<file path="config.mk">
export PLATFORM = sky130hd
export DESIGN_NAME = bmm_init
export DESIGN_NICKNAME = d
export VERILOG_FILES = /design/src/rtl/bmm_pkg.sv /design/src/rtl/bmm_init.sv
export SDC_FILE = /design/constraint.sdc
export NUM_CORES = 1
export LEC_CHECK = 0
export ABC_AREA = 1
export BUFFER_PORTS_ARGS = -buffer_cell sky130_fd_sc_hd__buf_2
export CAP_MARGIN = 10
export CORE_ASPECT_RATIO = 2
export CORE_MARGIN = 4
export CORE_UTILIZATION = 52
export CTS_BUF_LIST = sky130_fd_sc_hd__clkbuf_4
export DETAILED_ROUTE_END_ITERATION = 12
export HOLD_SLACK_MARGIN = 0.06
export PLACE_DENSITY = 0.82
export SETUP_SLACK_MARGIN = 0.2
export SKIP_LAST_GASP = 1
export SYNTH_ARGS = -nofsm -noshare
export SYNTH_HDL_FRONTEND = slang
export SYNTH_SLANG_ARGS = --single-unit
</file>
<file path="constraint.sdc">
create_clock -name clk_i -period 2.2 [get_ports clk_i]
set_input_delay 0.11 -clock clk_i [delete_from_list [all_inputs] [get_ports clk_i]]
set_output_delay 0.11 -clock clk_i [all_outputs]
set_load 0.05 [all_outputs]
</file>
<file path="src/rtl/bmm_pkg.sv">
// shared types, constants and address helpers of the banked memory map
package bmm_pkg;

  localparam int unsigned RAM_BYTES = 65536;
  localparam int unsigned RAM_AW    = $clog2(RAM_BYTES);

  localparam int unsigned BASIC_BYTES  = 8192;
  localparam int unsigned KERNAL_BYTES = 8192;
  localparam int unsigned CHAR_BYTES   = 4096;

  localparam int unsigned BASIC_BASE  = 0;
  localparam int unsigned KERNAL_BASE = BASIC_BASE + BASIC_BYTES;
  localparam int unsigned CHAR_BASE   = KERNAL_BASE + KERNAL_BYTES;
  localparam int unsigned ROM_DEPTH   = CHAR_BASE + CHAR_BYTES;
  localparam int unsigned ROM_AW      = $clog2(ROM_DEPTH);

  localparam int unsigned INIT_W = RAM_AW + 1;

  localparam logic [7:0] FILL_BYTE  = 8'hEA;
  localparam logic [7:0] RAM_BYTE0  = 8'h2F;
  localparam logic [7:0] RAM_BYTE1  = 8'h37;
  localparam logic [RAM_AW-1:0] PORT_ADDR = RAM_AW'(1);

  typedef enum logic [1:0] {
    OP_READ  = 2'd0,
    OP_WRITE = 2'd1,
    OP_LOAD  = 2'd2
  } op_e;

  typedef enum logic [1:0] {
    ROM_BASIC  = 2'd0,
    ROM_KERNAL = 2'd1,
    ROM_CHAR   = 2'd2
  } rom_sel_e;

  typedef struct packed {
    logic char_on;
    logic io_on;
    logic kernal_on;
    logic basic_on;
  } bank_flags_t;

  typedef struct packed {
    logic              busy;
    logic              ram_we;
    logic [RAM_AW-1:0] ram_addr;
    logic [7:0]        ram_data;
    logic              rom_we;
    logic [ROM_AW-1:0] rom_addr;
    logic [7:0]        rom_data;
  } init_t;

  function automatic logic [ROM_AW-1:0] basic_addr(input logic [15:0] a);
    return ROM_AW'(BASIC_BASE) + ROM_AW'(a[12:0]);
  endfunction

  function automatic logic [ROM_AW-1:0] kernal_addr(input logic [15:0] a);
    return ROM_AW'(KERNAL_BASE) + ROM_AW'(a[12:0]);
  endfunction

  function automatic logic [ROM_AW-1:0] char_addr(input logic [15:0] a);
    return ROM_AW'(CHAR_BASE) + ROM_AW'(a[11:0]);
  endfunction

  function automatic logic [7:0] ram_init(input logic [RAM_AW-1:0] a);
    logic [7:0] v;
    case (a)
      RAM_AW'(0): v = RAM_BYTE0;
      RAM_AW'(1): v = RAM_BYTE1;
      default:    v = 8'h00;
    endcase
    return v;
  endfunction

  function automatic logic [7:0] rom_init(input logic [ROM_AW-1:0] a);
    logic [7:0] v;
    if (a < ROM_AW'(KERNAL_BASE)) begin
      v = FILL_BYTE;
    end else if (a < ROM_AW'(CHAR_BASE)) begin
      // nmi, reset and irq vectors at the top of the kernal
      case (a[12:0])
        13'h1FFA: v = 8'h43;
        13'h1FFB: v = 8'hFE;
        13'h1FFC: v = 8'h00;
        13'h1FFD: v = 8'hE0;
        13'h1FFE: v = 8'h48;
        13'h1FFF: v = 8'hFF;
        default:  v = FILL_BYTE;
      endcase
    end else begin
      v = 8'h00;
    end
    return v;
  endfunction

endpackage

</file>
<file path="src/rtl/bmm_init.sv">
// clearing pass that loads reset contents into ram and rom stores
module bmm_init (
  input  logic          clk_i,
  input  logic          rst_ni,
  output bmm_pkg::init_t init_o
);
  import bmm_pkg::*;

  logic [INIT_W-1:0] cnt_q, cnt_d;
  logic              busy;

  assign busy  = !cnt_q[INIT_W-1];
  assign cnt_d = busy ? cnt_q + INIT_W'(1) : cnt_q;

  always_ff @(posedge clk_i or negedge rst_ni) begin
    if (!rst_ni) begin
      cnt_q <= '0;
    end else begin
      cnt_q <= cnt_d;
    end
  end

  always_comb begin
    init_o.busy     = busy;
    init_o.ram_we   = busy;
    init_o.ram_addr = cnt_q[RAM_AW-1:0];
    init_o.ram_data = ram_init(cnt_q[RAM_AW-1:0]);
    init_o.rom_we   = busy && (cnt_q[RAM_AW-1:0] < RAM_AW'(ROM_DEPTH));
    init_o.rom_addr = cnt_q[ROM_AW-1:0];
    init_o.rom_data = rom_init(cnt_q[ROM_AW-1:0]);
  end

endmodule

</file>
==> out/metrics.yaml <==
h-tree-depth: 1
r2r_cells: 9
first_pass_iters: 4
yosysWarningCount: 0
reg_top3: "cnt_q (17)"
fin_util_pct: 69.8
final.period_utilization_pct: 91.8
met3_usage_pct: 1.70
cts.sinks: 17
die_h_um: 84.9
cp_data_required_time_ns: 2.09
netlist_instances: 203
numPortBuffers: 49
first_iter_violations: 54
cts_buffers: 3
cts_tree: "yes"
synth.cell_area_um2: 1540
via_per_inst: 5.34
drive_gt1_share_pct: 54.0
crit_type: "reg2out"
power_uw: 514
rsz0062_at_grt: "yes"
via_count: 1411
fin_skew_ns: 0.0115
wirelength_um: 3950
grt_pass1_wl_um: 5690
status: "finished clean"
slew_viol_final: 0
grt-busiest-layer: "met2"
peakVddDrop_v: 0.000245
use_met2_pct: 33.8
start_kind: "register"
final_common_cell: "buf_2"
clockBufferDepth: 2
synthToLayoutAreaGrowth_pct: 27.3
synth.distinct_cells: 30
antenna_found_initial: 0
drc: 0
largest_reg_flops: 17
crit_fanout: 4
crit_arrival_ns: 1.91
p_leak_uw: 0.000965
final_area_um2: 1960
postPlaceCellArea_um2: 1490
rows: 27
top_register: "cnt_q"
hp-class: "in2async"
ys_async_sr_fraction_pct: 100
grt_start_max_net_pins: 18
dp_hpwl_um: 2590
hold_viol: 0
use_met1_pct: 20.0
io_pins: 52
core_area_um2: 2800
clock.fmax_ghz: 0.495
endpoint_kind: "output port"
nNetsFinal: 242
clock-root-buffer: "clkbuf_4"
hold_ws_ns: 0.244
clock_latency_ns: 0.30
synth_seq_area_share_pct: 27.7
avgSynthCellArea_um2: 7.57
track_usage_pct: 19.0
synth_edf_count: 0
power_density_nw_per_um2: 263
die_w_um: 46.5
gp_congestion: 0.888
ys_ff_latch: 17
clkTransAtPathRegs_ns: 0.11
period_needed_ns: 2.02
cap_violations: 0
mostFrequentLayoutCells: "buf_2 (37), nand2_1 (24), nor2_1 (23), buf_4 (19), inv_1 (16)"
grt_pass1_vias: 1301
n_antenna_cell: 0
wl_per_cell_um: 14.9
ant_nets: 0
overflow: 0
ys.flop_type: "dfrtp_1"
start_util_pct: 54.8
fin_tns_setup_ns: 0
dieArea_um2: 3940
finalSetupViolations: 0
## worst max-delay path: stages, from the launching register on
cell and delay [ns]:
dfrtp_2 0.47, buf_4 0.16, ha_4 0.17, inv_1 0.06, nor2_1 0.05, nand3_1 0.12, nand2_2 0.10, nor2_4 0.12
nor2_2 0.06, nor2_2 0.13, buf_6 0.18
## cell usage after synthesis, drive strengths merged, types with 2 or more instances
cell type  count  area share, %
dfrtp         17             28
xnor2          6            3.4
o21ai          6            2.0
a21oi          3           0.98
nand2         33            8.4
buf           43             22
ha             4            3.3
nand4          3            1.2
nand3         14            7.3
nor4           2           0.81
o211ai         2           0.98
inv           21            5.1
xor2           5            2.8
nor2          34            9.3
clkbuf         2           0.57
## per-stage QoR
| step | instances | worst slack [ns] |
|---|---|---|
| 2_1_floorplan | 204 | 0.114 |
| 6_report | 264 | 0.181 |
| 4_1_cts | 248 | 0.198 |
| 3_5_place_dp | 237 | 0.313 |
| 5_1_grt | 264 | 0.114 |
| 3_3_place_gp | 237 | 0.323 |
## final timing paths
check | slack (ns) | end | from
min in group clk_i | 0.52 | cnt_q[11] | cnt_q[11]
worst max register to register | 0.30 | cnt_q[12] | cnt_q[1]
worst max-delay path | 0.18 | init_o[5] | cnt_q[0]
worst min-delay path | 0.24 | cnt_q[2] | rst_ni
worst min register to register | 0.52 | cnt_q[11] | cnt_q[11]
max in group asynchronous | 1.64 | cnt_q[14] | rst_ni
## logic make-up (layout without fill, tap and decap cells)
| family | count (synthesis) | after routing | synth area share [%] |
|---|---|---|---|
| AND/OR/NAND/NOR | 89 | 89 | 28.2 |
| buffers and inverters | 66 | 97 | 27.9 |
| flip-flops | 17 | 17 | 27.7 |
| AO/OA/AOI/OAI | 15 | 15 | 6.51 |
| XOR/XNOR | 11 | 11 | 6.27 |
| adder cells (fa/ha/maj) | 4 | 4 | 3.25 |
| other | 1 | 2 | 0.244 |
## cell type report
cell class                      instances  area [µm²]
Clock buffer                            4        30.0
Multi-Input combinational cell        121         837
Inverter                               21        83.8
Timing Repair Buffer                   72         531
Fill cell                             219         846
Sequential cell                        17         440
Tap cell                               29        36.3
## per-layer routing
| metal | wire [µm] | vias up |
|---|---|---|
| met4 | 149 | 0 |
| met2 | 2160 | 71 |
| met3 | 192 | 20 |
| li1 | - | 659 |
| met5 | 0 | - |
| met1 | 1450 | 661 |
## repair_timing
action	4_1_cts	5_1_grt
gates cloned	0	1
resized for setup	37	37
pin swaps	5	7
buffers inserted	6	15
hold buffers	1	0
endpoints found under the hold margin	17	0
setup endpoints to repair	8	12
## where the power goes
part,switching [µW],internal [µW]
Sequential,0,312
Clock,104,83.0
Combinational,13.6,1.80
No activity file was read; power rests on OpenSTA's default activity.
